`src/ctld_pkg.sv`:
```
// shared types and codes for the transfer log deframer
package ctld_pkg;

  // transaction codes of a logged block
  localparam logic [7:0] CODE_DATA_M2H = 8'h20;
  localparam logic [7:0] CODE_RSIZE_LO = 8'h22;
  localparam logic [7:0] CODE_RSIZE_HI = 8'h23;
  localparam logic [7:0] CODE_DATA_H2M = 8'h28;
  localparam logic [7:0] CODE_WSIZE_LO = 8'h2A;
  localparam logic [7:0] CODE_WSIZE_HI = 8'h2B;
  localparam logic [7:0] TS_TOP_MASK   = 8'hE0;

  // timestamp field width within the time counter
  localparam int TS_FIELD_BITS = 11;
  localparam int TIME_W        = 44;

  // direction codes held in state
  localparam logic [1:0] DIR_NONE = 2'd0;
  localparam logic [1:0] DIR_M2H  = 2'd1;
  localparam logic [1:0] DIR_H2M  = 2'd2;

  // result kinds
  localparam logic [1:0] KIND_START = 2'd0;
  localparam logic [1:0] KIND_DATA  = 2'd1;
  localparam logic [1:0] KIND_CUT   = 2'd2;

  // one logged block
  typedef struct packed {
    logic [7:0] transaction_code;
    logic [7:0] payload_byte;
  } item_t;

  // one result
  typedef struct packed {
    logic [1:0]        kind;
    logic              direction;
    logic [15:0]       length;
    logic [7:0]        data_byte;
    logic [TIME_W-1:0] time_us;
    logic              last;
  } result_t;

endpackage

```
`src/ctld_core.sv`:
```
// deframer state and per-block decode between the input and result registers
module ctld_core (
  input  logic            clk,
  input  logic            rst_n,
  input  ctld_pkg::item_t item,
  input  logic            advance,
  output logic            res_valid,
  output ctld_pkg::result_t res
);
  import ctld_pkg::*;

  logic              in_data_phase_r, in_data_phase_nxt;
  logic [1:0]        dir_code_r, dir_code_nxt;
  logic [15:0]       declared_len_r, declared_len_nxt;
  logic [1:0]        size_halves_r, size_halves_nxt;
  logic [15:0]       bytes_done_r, bytes_done_nxt;
  logic [TIME_W-1:0] time_counter_r, time_counter_nxt;

  // decode one block against the current state
  always_comb begin
    logic [7:0]  b;
    logic [7:0]  c;
    logic        is_size;
    logic        is_ts;
    logic        cut;
    logic [7:0]  want;
    logic [1:0]  d;
    logic        high;
    logic [15:0] done_inc;
    logic [TS_FIELD_BITS-1:0] ts_val;
    logic [1:0]  ts_pos;

    b        = item.payload_byte;
    c        = item.transaction_code;
    is_size  = (c == CODE_RSIZE_LO) || (c == CODE_RSIZE_HI) ||
               (c == CODE_WSIZE_LO) || (c == CODE_WSIZE_HI);
    is_ts    = (c & TS_TOP_MASK) == 8'h00;
    cut      = 1'b0;
    want     = (dir_code_r == DIR_H2M) ? CODE_DATA_H2M : CODE_DATA_M2H;
    d        = ((c == CODE_WSIZE_LO) || (c == CODE_WSIZE_HI)) ? DIR_H2M : DIR_M2H;
    high     = (c == CODE_RSIZE_HI) || (c == CODE_WSIZE_HI);
    done_inc = bytes_done_r + 16'd1;
    ts_val   = {c[2:0], b};
    ts_pos   = c[4:3];

    in_data_phase_nxt = in_data_phase_r;
    dir_code_nxt      = dir_code_r;
    declared_len_nxt  = declared_len_r;
    size_halves_nxt   = size_halves_r;
    bytes_done_nxt    = bytes_done_r;
    time_counter_nxt  = time_counter_r;

    res_valid     = 1'b0;
    res.kind      = KIND_DATA;
    res.direction = (dir_code_r == DIR_H2M);
    res.length    = 16'd0;
    res.data_byte = 8'd0;
    res.time_us   = time_counter_r;
    res.last      = 1'b0;

    // data phase: pass matching bytes, cut short on a size block, timestamps
    if (in_data_phase_r) begin
      if (c == want) begin
        res_valid     = 1'b1;
        res.kind      = KIND_DATA;
        res.data_byte = b;
        if (done_inc == declared_len_r) begin
          res.last          = 1'b1;
          in_data_phase_nxt = 1'b0;
          dir_code_nxt      = DIR_NONE;
          declared_len_nxt  = 16'd0;
          size_halves_nxt   = 2'd0;
          bytes_done_nxt    = 16'd0;
        end else begin
          bytes_done_nxt = done_inc;
        end
      end else if (is_size) begin
        res_valid         = 1'b1;
        res.kind          = KIND_CUT;
        res.length        = bytes_done_r;
        res.last          = 1'b1;
        cut               = 1'b1;
        in_data_phase_nxt = 1'b0;
        dir_code_nxt      = DIR_NONE;
        declared_len_nxt  = 16'd0;
        size_halves_nxt   = 2'd0;
        bytes_done_nxt    = 16'd0;
      end else if (is_ts) begin
        case (ts_pos)
          2'd0:    time_counter_nxt[0*TS_FIELD_BITS +: TS_FIELD_BITS] = ts_val;
          2'd1:    time_counter_nxt[1*TS_FIELD_BITS +: TS_FIELD_BITS] = ts_val;
          2'd2:    time_counter_nxt[2*TS_FIELD_BITS +: TS_FIELD_BITS] = ts_val;
          default: time_counter_nxt[3*TS_FIELD_BITS +: TS_FIELD_BITS] = ts_val;
        endcase
      end
    end

    // search: collect size halves, restart on a direction change
    if (is_size && (!in_data_phase_r || cut)) begin
      if (dir_code_nxt != d) begin
        declared_len_nxt = 16'd0;
        size_halves_nxt  = 2'd0;
      end
      dir_code_nxt = d;
      if (high) begin
        declared_len_nxt = declared_len_nxt | {b, 8'h00};
        size_halves_nxt  = size_halves_nxt | 2'b10;
      end else begin
        declared_len_nxt = declared_len_nxt | {8'h00, b};
        size_halves_nxt  = size_halves_nxt | 2'b01;
      end
      if ((size_halves_nxt == 2'b11) && !cut) begin
        res_valid     = 1'b1;
        res.kind      = KIND_START;
        res.direction = (d == DIR_H2M);
        res.length    = declared_len_nxt;
        if (declared_len_nxt == 16'd0) begin
          res.last          = 1'b1;
          in_data_phase_nxt = 1'b0;
          dir_code_nxt      = DIR_NONE;
          size_halves_nxt   = 2'd0;
          bytes_done_nxt    = 16'd0;
        end else begin
          in_data_phase_nxt = 1'b1;
          bytes_done_nxt    = 16'd0;
          size_halves_nxt   = 2'd0;
        end
      end
    end else if (!in_data_phase_r && is_ts) begin
      case (ts_pos)
        2'd0:    time_counter_nxt[0*TS_FIELD_BITS +: TS_FIELD_BITS] = ts_val;
        2'd1:    time_counter_nxt[1*TS_FIELD_BITS +: TS_FIELD_BITS] = ts_val;
        2'd2:    time_counter_nxt[2*TS_FIELD_BITS +: TS_FIELD_BITS] = ts_val;
        default: time_counter_nxt[3*TS_FIELD_BITS +: TS_FIELD_BITS] = ts_val;
      endcase
    end
  end

  // state registers, updated when a block moves on
  always_ff @(posedge clk) begin
    if (!rst_n) begin
      in_data_phase_r <= 1'b0;
      dir_code_r      <= DIR_NONE;
      declared_len_r  <= 16'd0;
      size_halves_r   <= 2'd0;
      bytes_done_r    <= 16'd0;
      time_counter_r  <= '0;
    end else if (advance) begin
      in_data_phase_r <= in_data_phase_nxt;
      dir_code_r      <= dir_code_nxt;
      declared_len_r  <= declared_len_nxt;
      size_halves_r   <= size_halves_nxt;
      bytes_done_r    <= bytes_done_nxt;
      time_counter_r  <= time_counter_nxt;
    end
  end

  // both halves never stay pending
  a_halves_drained: assert property (@(posedge clk) disable iff (!rst_n)
    size_halves_r != 2'b11)
    else $error("size halves left complete");

  // data phase always has a direction and a nonzero length
  a_data_phase_ok: assert property (@(posedge clk) disable iff (!rst_n)
    in_data_phase_r |-> ((dir_code_r == DIR_M2H) || (dir_code_r == DIR_H2M)) &&
                        (declared_len_r != 16'd0))
    else $error("data phase without direction or length");

  // a packet-ending result returns to search
  a_last_ends: assert property (@(posedge clk) disable iff (!rst_n)
    (advance && res_valid && res.last) |=> !in_data_phase_r)
    else $error("still in data phase after final result");

  // a cut-short result is always final
  a_cut_last: assert property (@(posedge clk) disable iff (!rst_n)
    (res_valid && (res.kind == KIND_CUT)) |-> res.last)
    else $error("cut-short result without last");

endmodule

```
`src/ci_transfer_log_deframer_unit.sv`:
```
// top level of the transfer log deframer: input register, core, result register
//
// Usage:
//   in_*  carries one 16-bit logged block per transaction (payload byte and
//         transaction code). out_* carries packet-start, data-byte and
//         cut-short results with the current microsecond time counter.
//   A block accepted into the input register is decoded from it there, and
//   its result is loaded into the result register when the block advances,
//   which raises out_tvalid; blocks that make no result just update state.
//   Throughput: one block per cycle unless a waiting result is held by a low
//   out_tready. The only loop is the state update in the core, so blocks
//   stream back to back.
//   Reset (rst_n low, synchronous) clears the search state, the time counter
//   and both registers; no result is pending afterwards.
//   When the receiver holds out_tready low with a result waiting, the block
//   in the input register waits and in_tready drops once that register is
//   full; a block may still be taken into an empty input register.
module ci_transfer_log_deframer_unit (
  input  logic        clk,
  input  logic        rst_n,
  input  logic        in_tvalid,
  output logic        in_tready,
  input  logic [15:0] in_tdata,   // payload_byte [7:0], transaction_code [15:8]
  output logic        out_tvalid,
  input  logic        out_tready,
  output logic [71:0] out_tdata,  // length [15:0], data_byte [23:16], time_us [67:24], zero pad
  output logic [2:0]  out_tuser,  // kind [1:0], direction [2]
  output logic        out_tlast
);
  import ctld_pkg::*;

  logic    in_valid_r;
  item_t   item_r;
  logic    out_valid_r, out_valid_nxt;
  result_t out_r;
  logic    slot_free;
  logic    advance;
  logic    res_valid;
  result_t res;

  // handshake control
  assign slot_free     = !out_valid_r || out_tready;
  assign advance       = in_valid_r && slot_free;
  assign in_tready     = !in_valid_r || advance;
  assign out_valid_nxt = slot_free ? (advance && res_valid) : 1'b1;

  // input register
  always_ff @(posedge clk) begin
    if (!rst_n) begin
      in_valid_r <= 1'b0;
    end else if (in_tvalid && in_tready) begin
      in_valid_r <= 1'b1;
    end else if (advance) begin
      in_valid_r <= 1'b0;
    end
  end

  always_ff @(posedge clk) begin
    if (in_tvalid && in_tready) begin
      item_r <= item_t'(in_tdata);
    end
  end

  ctld_core u_core (
    .clk       (clk),
    .rst_n     (rst_n),
    .item      (item_r),
    .advance   (advance),
    .res_valid (res_valid),
    .res       (res)
  );

  // result register
  always_ff @(posedge clk) begin
    if (!rst_n) begin
      out_valid_r <= 1'b0;
    end else begin
      out_valid_r <= out_valid_nxt;
    end
  end

  always_ff @(posedge clk) begin
    if (advance && res_valid) begin
      out_r <= res;
    end
  end

  // output packing
  assign out_tvalid = out_valid_r;
  assign out_tdata  = {4'b0000, out_r.time_us, out_r.data_byte, out_r.length};
  assign out_tuser  = {out_r.direction, out_r.kind};
  assign out_tlast  = out_r.last;

endmodule

```
`config.mk`:
```
export PLATFORM = sky130hd
export DESIGN_NAME = ci_transfer_log_deframer_unit
export DESIGN_NICKNAME = d
export VERILOG_FILES = /design/src/ctld_pkg.sv /design/src/ctld_core.sv /design/src/ci_transfer_log_deframer_unit.sv
export SDC_FILE = /design/constraint.sdc
export NUM_CORES = 1
export LEC_CHECK = 0
export BUFFER_PORTS_ARGS = -buffer_cell sky130_fd_sc_hd__buf_2
export CAP_MARGIN = 0
export CORE_MARGIN = 2
export CORE_UTILIZATION = 57
export DETAILED_ROUTE_END_ITERATION = 8
export PLACE_DENSITY = 0.82
export SYNTH_ARGS = -nofsm -noshare
export SYNTH_HDL_FRONTEND = slang
export SYNTH_HIERARCHICAL = 1
export SYNTH_SLANG_ARGS = --single-unit
```
`constraint.sdc`:
```
create_clock -name clk -period 7.1 [get_ports clk]
set_input_delay 0.71 -clock clk [delete_from_list [all_inputs] [get_ports clk]]
set_output_delay 0.71 -clock clk [all_outputs]
set_load 0.005 [all_outputs]
```
After elaboration in Yosys (flattened, before gate mapping) --
Index checks and enable logic that the tools add are counted.
Cells by class: add/subtract/negate cells 1, eq/ne operators 12, muxes and demuxes 79, bitwise operators 2, reductions and logical operators 24
Operators by type and width (count):
- $mux W16 | 17
- $mux W44 | 6
- $mux W11 | 8
- $mux W2 | 20
- $mux W19 | 2
- $eq A8 B6 Y1 const B | 4
- $mux W24 | 1
- $mux W1 | 23
- $add A16 B1 Y16 const B | 1
- $eq A16 B16 Y1 | 1
- $logic_not A16 Y1 | 1
- $or A16 B16 Y16 | 1
- $or A16 B8 Y16 | 1
- $eq A2 B2 Y1 const B | 4
- $eq A8 B8 Y1 | 1
- $logic_not A8 Y1 | 1
- $logic_or A1 B1 Y1 | 8
- $mux W8 | 1
- $logic_and A1 B1 Y1 | 6
- $logic_not A1 Y1 | 4
- $mux W4 | 1
- $reduce_or A3 Y1 | 1
- $eq A2 B1 Y1 const B | 1
- $logic_not A2 Y1 | 1
- 3 further kinds | 3
Word-level totals: bits in registers 171, input bits 20, output and inout bits 78, word-level logic and storage cells 134

Depth between registers and ports, before layout --
Gate-level depths: netlist (run 1).
word-level depth 17, mapped depth 11, depth with buffers taken out 8

Modules after synthesis --
Netlist (run 1), hierarchy kept.
Modules (own cells, without submodules):
- ctld_core | times used 1, cells an instance 572, area each 4534.3 µm², seq. area each 1621.6 µm²
- ci_transfer_log_deframer_unit | times used 1, cells an instance 106, area each 2788.9 µm², seq. area each 2682.6 µm²

Worst setup path before layout (run 1) --
No wires, ideal clock.
kind flip-flop to flip-flop, start point register item_r[10] (netlist name), end point register out_r (netlist bit out_tdata[0]) (enable), setup time 0.502 ns, arrival time 4.825 ns, required time 6.598 ns, path slack 1.773 ns, cell stages (with the launch flop) 10, path buffers 2, clock period less this slack 5.327 ns, cells stage by stage edfxtp_1 nor4_1 and3_1 clkbuf_1 a21o_1 nand2_1 clkbuf_1 nand2_1 nand2_1 nor2_1
Between the ends: longest elaborated chain between the ends 16, elaborated cells between the ends (all ways) 34, classes of those cells 7 x eq/ne; 17 x mux; 10 x reduce/logical
RTL lines:
- start, declared | line ci_transfer_log_deframer_unit.sv:33 | item_t item_r;
- start signal, assigned | line ci_transfer_log_deframer_unit.sv:60 | item_r <= item_t'(in_tdata);
- $eq A8 B6 Y1 (on tied branches) | line ctld_core.sv:35, ctld_core.sv:41
- $logic_or A1 B1 Y1 (2 in a row) | line ctld_core.sv:35 | is_size = (c == CODE_RSIZE_LO) || (c == CODE_RSIZE_HI) ||
- $logic_or A1 B1 Y1 | line ctld_core.sv:36 | (c == CODE_WSIZE_LO) || (c == CODE_WSIZE_HI);
- $mux W2 | line ctld_core.sv:77 | end else if (is_size) begin
- $mux W2 | line ctld_core.sv:63 | if (c == want) begin
- $mux W2 | line ctld_core.sv:62 | if (in_data_phase_r) begin
- $ne A2 B2 Y1 | line ctld_core.sv:100 | if (dir_code_nxt != d) begin
- $mux W2 | line ctld_core.sv:100
- $mux W2 | line ctld_core.sv:105 | if (high) begin
- $mux W2 | line ctld_core.sv:99 | if (is_size && (!in_data_phase_r || cut)) begin
- $eq A2 B2 Y1 | line ctld_core.sv:112 | if ((size_halves_nxt == 2'b11) && !cut) begin
- $logic_and A1 B1 Y1 | line ctld_core.sv:112
- $mux W1 | line ctld_core.sv:112
- $mux W1 * | line ctld_core.sv:99
- net res_valid | line ci_transfer_log_deframer_unit.sv:38 | logic res_valid;
- $logic_and A1 B1 Y1 * | line ci_transfer_log_deframer_unit.sv:83 | if (advance && res_valid) begin
- end signal, assigned | line ci_transfer_log_deframer_unit.sv:84 | out_r <= res;
- end, declared | line ci_transfer_log_deframer_unit.sv:35 | result_t out_r;
Mark *: on every way through the listed nets, which the timed path passes. The rest lies on a longest branch. The select of a mux whose other input is x is not followed. A chain may end at the register's enable or synchronous reset.

Worst setup path in the final report (run 1) --
start point register item_r[10] (netlist name), end point register out_r (netlist bit out_tdata[23]) (enable)
The elaborated chain is that of the path after synthesis.

==> reports/qor.csv, run 1 <==
stage;metric;value;unit
run_status;outcome;completed;
cts;clkSlewWorstSetupHoldPaths;0.07;ns
power_and_ir_drop;ir_worst_vdd;199;uV
worst_setup_path;path_class;flop to flop;
worst_setup_path;critPathArrivalTime;4.21;ns
worst_setup_path;worst-endpoint-required;7.17;ns
floorplanning;die_width;117;um
timing;final-setup-viol-count;0;
logic_synthesis;ys_seq_elements;171;
placement;placement.setup.worst_slack;2.99;ns
worst_setup_path;critical-path-max-stage-delay;0.81;ns
worst_setup_path;cp-startpoint;item_r[10]$_DFFE_PP_;
floorplanning;die_area;13800;um2
timing;min_period_over_period;0.584;
timing;finalMaxSlewViolations;0;
floorplanning;floorplan.core_area;12600;um2
global_route;first_global_vias;5311;
floorplanning;num_rows;41;
worst_setup_path;cpMaxStageDelayCell;nor2_4;
cts;cts_post_setup_buffers_inserted;0;
worst_setup_path;worstPathCellList;nor4_1 -> nand3_1 -> nor2_1 -> nand2_1 -> nand2_1 -> nand2_1 -> nor2_4 -> buf_4;
global_route;top_usage_layer;met2;
cts;max-clock-path-buffers;2;
worst_setup_path;critical_path.most_common_cell;nand2_1;
worst_setup_path;setup.worst_path.start_class;flop;
floorplanning;die_height;117;um
floorplanning;boundaryPins;98;
final_layout;layout-drive-gt1-share;0.190;
drt;routedWlPerCell;19.2;um
global_route;grt_util_met3;0.0569;
global_route;globalRoute.totalOverflow;0;
final_layout;antenna_cells;0;
placement;port_buffers;93;
timing;final.min_clock_period;4.14;ns
drt;overall_routed_net_length;17800;um
cts;cts_htree_levels;4;
logic_synthesis;postSynth.asyncResetShare;0;
global_route;wire_length_of_the_first_global_routing_pass;28100;um
timing;fmax;241;MHz
logic_synthesis;number_of_standard_cells_after_synthesis;678;
timing;slew-limit-headroom;0.0743;
final_layout;finish.net_count;764;
power_and_ir_drop;power.leakage;0.00300;uW
drt;via_count;5570;
drt;antenna_left;0;
worst_setup_path;rr_worst_depth;8;
placement;gpl.final_weighted_congestion;0.935;
timing;setup_skew;0.00877;ns
worst_setup_path;r2r_start;item_r[10]$_DFFE_PP_;
logic_synthesis;ys_seq_area_frac;0.588;
cts;ctsResizeCount;0;
floorplanning;initial_utilization;0.583;
cts;cts_buffers;17;
logic_synthesis;synth_flop_cell;edfxtp_1;
logic_synthesis;yosys-top-cells-count;88 x edfxtp_1, 83 x dfxtp_1, 65 x nor2_1;
drt;drtIter0Drc;650;
logic_synthesis;average_cell_area_after_synthesis;10.8;um2
logic_synthesis;netlist.area_leader.share;0.361;
logic_synthesis;ys_types;59;
global_route;antenna_found_initial;0;
timing;timing_worst_slew_pin_value;1.38;ns
logic_synthesis;synth.cell_area;7320;um2
logic_synthesis;yosysTopAreaCell;edfxtp_1;
cts;cts_tree;built;
drt;post_drt_via_cell_ratio;6.00;
final_layout;fillerInstances;935;
timing;timing.setup.tns;0;ns
flow_run;cap_violations;0;
final_layout;area.growth.synth_to_final;14.6;%
min_path;min_from;u_core/time_counter_r[39]$_SDFFE_PN0P_;
cts;number_of_clock_sinks_seen_by_cts;171;
logic_synthesis;dominant_cell_by_count_in_the_synthesized_netlist;edfxtp_1;
logic_synthesis;netlist_top_cells_area;edfxtp_1 36%, dfxtp_1 23%, mux2i_1 6.3%;
placement;place.detailed.hpwl;11800;um
worst_setup_path;critPathCapture;out_tdata[23]$_DFFE_PP_;
timing;grt_setup_unrepaired;false;
cts;clock_tree.root_cell;clkbuf_16;
drt;drc_errors;0;
timing;hold_violations;0;
worst_setup_path;critPathCaptureType;flop;
min_path;timing.hold.worst.class;flop to flop;
logic_synthesis;synth_edf_count;88;
drt;first_pass_iters;8;
global_route;met2_demand_to_capacity_share_in_global_routing;0.426;
cts;post_cts_hold_fix_bufs;0;
cts;worstSkewPairLatency;0.43;ns
power_and_ir_drop;power.density_cell_area;241;nW/um2
global_route;groute.usage.overall;0.262;
logic_synthesis;yosys_warnings;6;
worst_setup_path;worst-r2r-setup-slack;2.96;ns
global_route;grt_start_max_net_pins;61;
timing;crit_path_setup_slack_layout;2.96;ns
global_route;gr-usage-met1;0.343;
worst_setup_path;worstReg2RegEnd;out_tdata[23]$_DFFE_PP_;
worst_setup_path;critical_path_peak_fanout;37;
-- kinds of logic (layout without fill, tap and decap cells) --
logic type / Yosys count / after routing / synth area share
AND/OR/NAND/NOR: 225 / 225 / 0.157
flip-flops: 171 / 171 / 0.588
AO/OA/AOI/OAI: 135 / 135 / 0.116
buffers and inverters: 77 / 152 / 0.0482
multiplexers: 46 / 46 / 0.0629
XOR/XNOR: 22 / 22 / 0.0263
adder cells (fa/ha/maj): 1 / 1 / 0.00171
other: 1 / 4 / 0.000512
-- state kept, by name, summed over array words and instances, names as in the netlist, 2 cells and up --
| name | count |
|---|---|
| u_core/time_counter_r | 44 |
| out_tuser | 3 |
| out_tdata | 68 |
| u_core/bytes_done_r | 16 |
| item_r | 16 |
| u_core/dir_code_r | 2 |
| u_core/size_halves_r | 2 |
| u_core/declared_len_r | 16 |
-- worst max-delay path, delay by kind of cell (launching register included) --
family,cells,cell delay [ns]
and+or+nand+nor,7,2.75
buffers and inverters,1,0.55
DFF,1,0.45
-- cells in the final DEF, fill, tap and decap left out, types with 3 or more instances in the layout --
cell,netlist,final
nor3_1,8,8
buf_2,7,93
edfxtp_1,88,88
a32oi_1,4,4
buf_4,8,6
inv_1,21,21
nand4_1,13,13
nand4b_1,3,3
nand2b_1,7,7
clkbuf_16,0,17
nor4_1,10,10
o21ai_0,36,36
and2_1,12,12
a21oi_1,30,30
dfxtp_1,83,83
nor2b_1,6,6
conb_1,1,4
or3_1,3,3
o2111ai_1,5,5
o21ai_1,12,12
nand3b_1,3,3
clkinv_2,0,4
mux2i_1,46,46
o211ai_1,6,6
and3_1,4,4
inv_6,0,3
a22oi_1,17,17
xor2_1,6,6
nand3_1,19,19
nor2_1,65,64
xnor2_1,16,16
a31oi_1,7,7
nand2_1,57,57
-- layer usage --
layer  vias up  routed length [um]
li1       2553                   -
met1      2641                7220
met2       335                8710
met3        41                1500
met4         0                 400
met5         -                   0
-- report_power, final --
part / internal, uW / total [uW] / switching [uW] / leakage, uW
clock network: 540 / 921 / 381 / 0.000293
registers: 1040 / 1060 / 18.3 / 0.00144
logic: 14.4 / 41.1 / 26.7 / 0.00127
total: 1590 / 2020 / 426 / 0.00300
-- cell type report --
type	instances	area, um2	area share
Timing Repair Buffer	99	510	0.0609
Tap cell	172	215	0.0257
Clock buffer	20	457	0.0544
Inverter	21	78.8	0.00940
Clock inverter	12	134	0.0160
Multi-Input combinational cell	433	2690	0.321
Sequential cell	171	4300	0.513
-- worst min path at each step --
| stage | end | depth (start not counted) |
|---|---|---|
| global route | out_tdata[44]$_DFFE_PP_ | 0 |
| global placement | out_tdata[39]$_DFFE_PP_ | 0 |
| detailed placement | out_tdata[41]$_DFFE_PP_ | 0 |
| CTS | out_tdata[46]$_DFFE_PP_ | 0 |
| floorplan | out_tdata[35]$_DFFE_PP_ | 0 |
| finish | out_tdata[63]$_DFFE_PP_ | 0 |
-- metrics by stage --
stage | hold slack, ns | cells | total power [uW] | util | cell area (um2)
final | 0.431 | 928 | 2020 | 0.667 | 8390
after global routing | 0.439 | 928 | 2080 | 0.667 | 8390
after CTS | 0.429 | 928 | 2030 | 0.667 | 8390
after detailed placement | 0.415 | 896 | 1120 | 0.621 | 7800
after global placement | 0.411 | 896 | 1120 | 0.621 | 7800
after floorplan | 0.408 | 681 | 1100 | - | 7330
(Power assumes the default switching activity.)
==> inputs of run 2 (changes only) <==
clock period = 4.3 ns   (was 7.1 ns; I/O delays follow)
==> reports/qor.csv, run 2 (synthesis results as in run 1) <==
stage;metric;value;unit;change
floorplanning;floorplan.core_area;12600;um2;unchanged
placement;place.detailed.hpwl;11300;um;-4.2%
timing;setup_skew;0.00761;ns;-0.00116 ns
cts;worstSkewPairLatency;0.42;ns;about the same
timing;finalMaxSlewViolations;0;;unchanged
floorplanning;num_rows;41;;unchanged
floorplanning;die_height;117;um;unchanged
drt;first_pass_iters;5;;-3
global_route;groute.usage.overall;0.252;;-0.0104
run_status;outcome;completed;;
final_layout;most_common_library_cell_in_the_layout_ignoring_fill_and_taps;buf_2;;
global_route;wire_length_of_the_first_global_routing_pass;27200;um;-3.3%
final_layout;finish.net_count;767;;+0.39%
global_route;antenna_found_initial;0;;unchanged
floorplanning;die_area;13800;um2;unchanged
drt;drc_errors;0;;unchanged
drt;routedWlPerCell;18.4;um;-4.2%
final_layout;max_reg_flops;68;;unchanged
placement;gpl.final_weighted_congestion;0.961;;+2.8%
timing;grt_setup_unrepaired;false;;
floorplanning;boundaryPins;98;;unchanged
drt;drtIter0Drc;613;;-5.7%
floorplanning;die_width;117;um;unchanged
timing;min_period_over_period;0.789;;+0.206
cts;ctsResizeCount;0;;unchanged
timing;fmax;295;MHz;+22%
cts;number_of_clock_sinks_seen_by_cts;171;;unchanged
power_and_ir_drop;power.density_cell_area;392;nW/um2;+63%
drt;post_drt_via_cell_ratio;6.02;;+0.25%
power_and_ir_drop;power.leakage;0.00301;uW;+0.27%
power_and_ir_drop;p_total;3290;uW;+63%
cts;clkSlewWorstSetupHoldPaths;0.06;ns;about the same
final_layout;final_cell_mix;93 x buf_2, 88 x edfxtp_1, 83 x dfxtp_1;;
timing;timing.setup.tns;0;ns;unchanged
final_layout;area.growth.synth_to_final;14.8;%;
min_path;timing.hold.worst.class;input pin to flop;;
flow_run;cap_violations;0;;unchanged
worst_setup_path;path_class;flop to flop;;
drt;via_count;5602;;+0.57%
cts;cts_tree;built;;
timing;hold_violations;0;;unchanged
worst_setup_path;critPathArrivalTime;3.48;ns;-0.73 ns
worst_setup_path;critical_path_peak_fanout;65;;+76%
worst_setup_path;worst-endpoint-required;4.38;ns;-2.79 ns
global_route;grt_start_max_net_pins;66;;+8.2%
timing;final.min_clock_period;3.39;ns;-0.750 ns
drt;overall_routed_net_length;17100;um;-3.8%
cts;cts_buffers;17;;unchanged
timing;final-setup-viol-count;0;;unchanged
drt;antenna_left;0;;unchanged
cts;cts_post_setup_buffers_inserted;0;;unchanged
cts;cts_htree_levels;4;;unchanged
timing;timing_worst_slew_pin_value;1.37;ns;-0.0127 ns
cts;clock_tree.root_cell;clkbuf_16;;
global_route;globalRoute.totalOverflow;0;;unchanged
floorplanning;initial_utilization;0.583;;unchanged
cts;post_cts_hold_fix_bufs;0;;unchanged
cts;max-clock-path-buffers;2;;unchanged
power_and_ir_drop;ir_worst_vdd;236;uV;+18%
worst_setup_path;critPathCaptureType;flop;;
final_layout;layout-drive-gt1-share;0.188;;-0.00207
worst_setup_path;setup.worst_path.start_class;flop;;
timing;slew-limit-headroom;0.0828;;+0.00850
final_layout;antenna_cells;0;;unchanged
placement;port_buffers;93;;unchanged
global_route;first_global_vias;5143;;-3.2%
## run 2: changes by cell type in the layout (fill, tap and decap cells not counted), sizes merged
cell,change
clkinvlp,-1
bufinv,-1
clkbuf,+4
clkinv,-2
buf,+3
## run 2: path summary, 6_finish.rpt
path	from	to	slack, ns	cells after the start
setup / recovery	item_r[12]$_DFFE_PP_	out_tdata[8]$_DFFE_PP_	0.91	8
hold / removal	in_tdata[3]	item_r[3]$_DFFE_PP_	0.18	1
setup reg to reg	item_r[12]$_DFFE_PP_	out_tdata[8]$_DFFE_PP_	0.91	8
hold reg to reg	u_core/time_counter_r[18]$_SDFFE_PN0P_	out_tdata[42]$_DFFE_PP_	0.43	0
## run 2: per-layer routing
metal  GRT usage  vias up  part of all wire
met5           0        -                 0
met4      0.0949        0             0.017
met3      0.0725       35             0.096
met2       0.391      325              0.47
met1       0.337     2677              0.41
li1            -     2565                 -
## run 2: final cells by class
cell class | count | area, um2
fill | 920 | 4160
timing repair buffer | 102 | 546
sequential | 171 | 4300
inverter | 21 | 78.8
clock inverter | 8 | 81.3
multi-input combinational | 433 | 2690
clock buffer | 24 | 493
tap | 172 | 215
## run 2: power breakdown
| part | total, uW | internal (uW) | leakage [uW] | switching, uW |
|---|---|---|---|---|
| clock network | 1480 | 869 | 0.000284 | 609 |
| registers | 1750 | 1720 | 0.00144 | 30.1 |
| logic | 67.1 | 23.2 | 0.00128 | 43.8 |
## run 2: through the flow
step / hold WS [ns] / utilization / instance area [um2] / cells / setup WS [ns]
CTS: 0.166 / 0.669 / 8410 / 931 / 0.991
floorplan: 0.408 / - / 7340 / 681 / 0.181
finish: 0.180 / 0.669 / 8410 / 931 / 0.907
detailed placement: 0.416 / 0.623 / 7830 / 899 / 1.02
global placement: 0.413 / 0.623 / 7830 / 899 / 1.19
global route: 0.160 / 0.669 / 8410 / 931 / 0.582
## run 2: worst max-delay path: stages, from the launching register on
cell and delay (ns):
edfxtp_1 0.46, nor4_1 0.53, nand3_1 0.41, nor2_1 0.29, nand2_1 0.42, nand2_1 0.18, nand2_1 0.12, nor2_4 0.25
buf_12 0.33
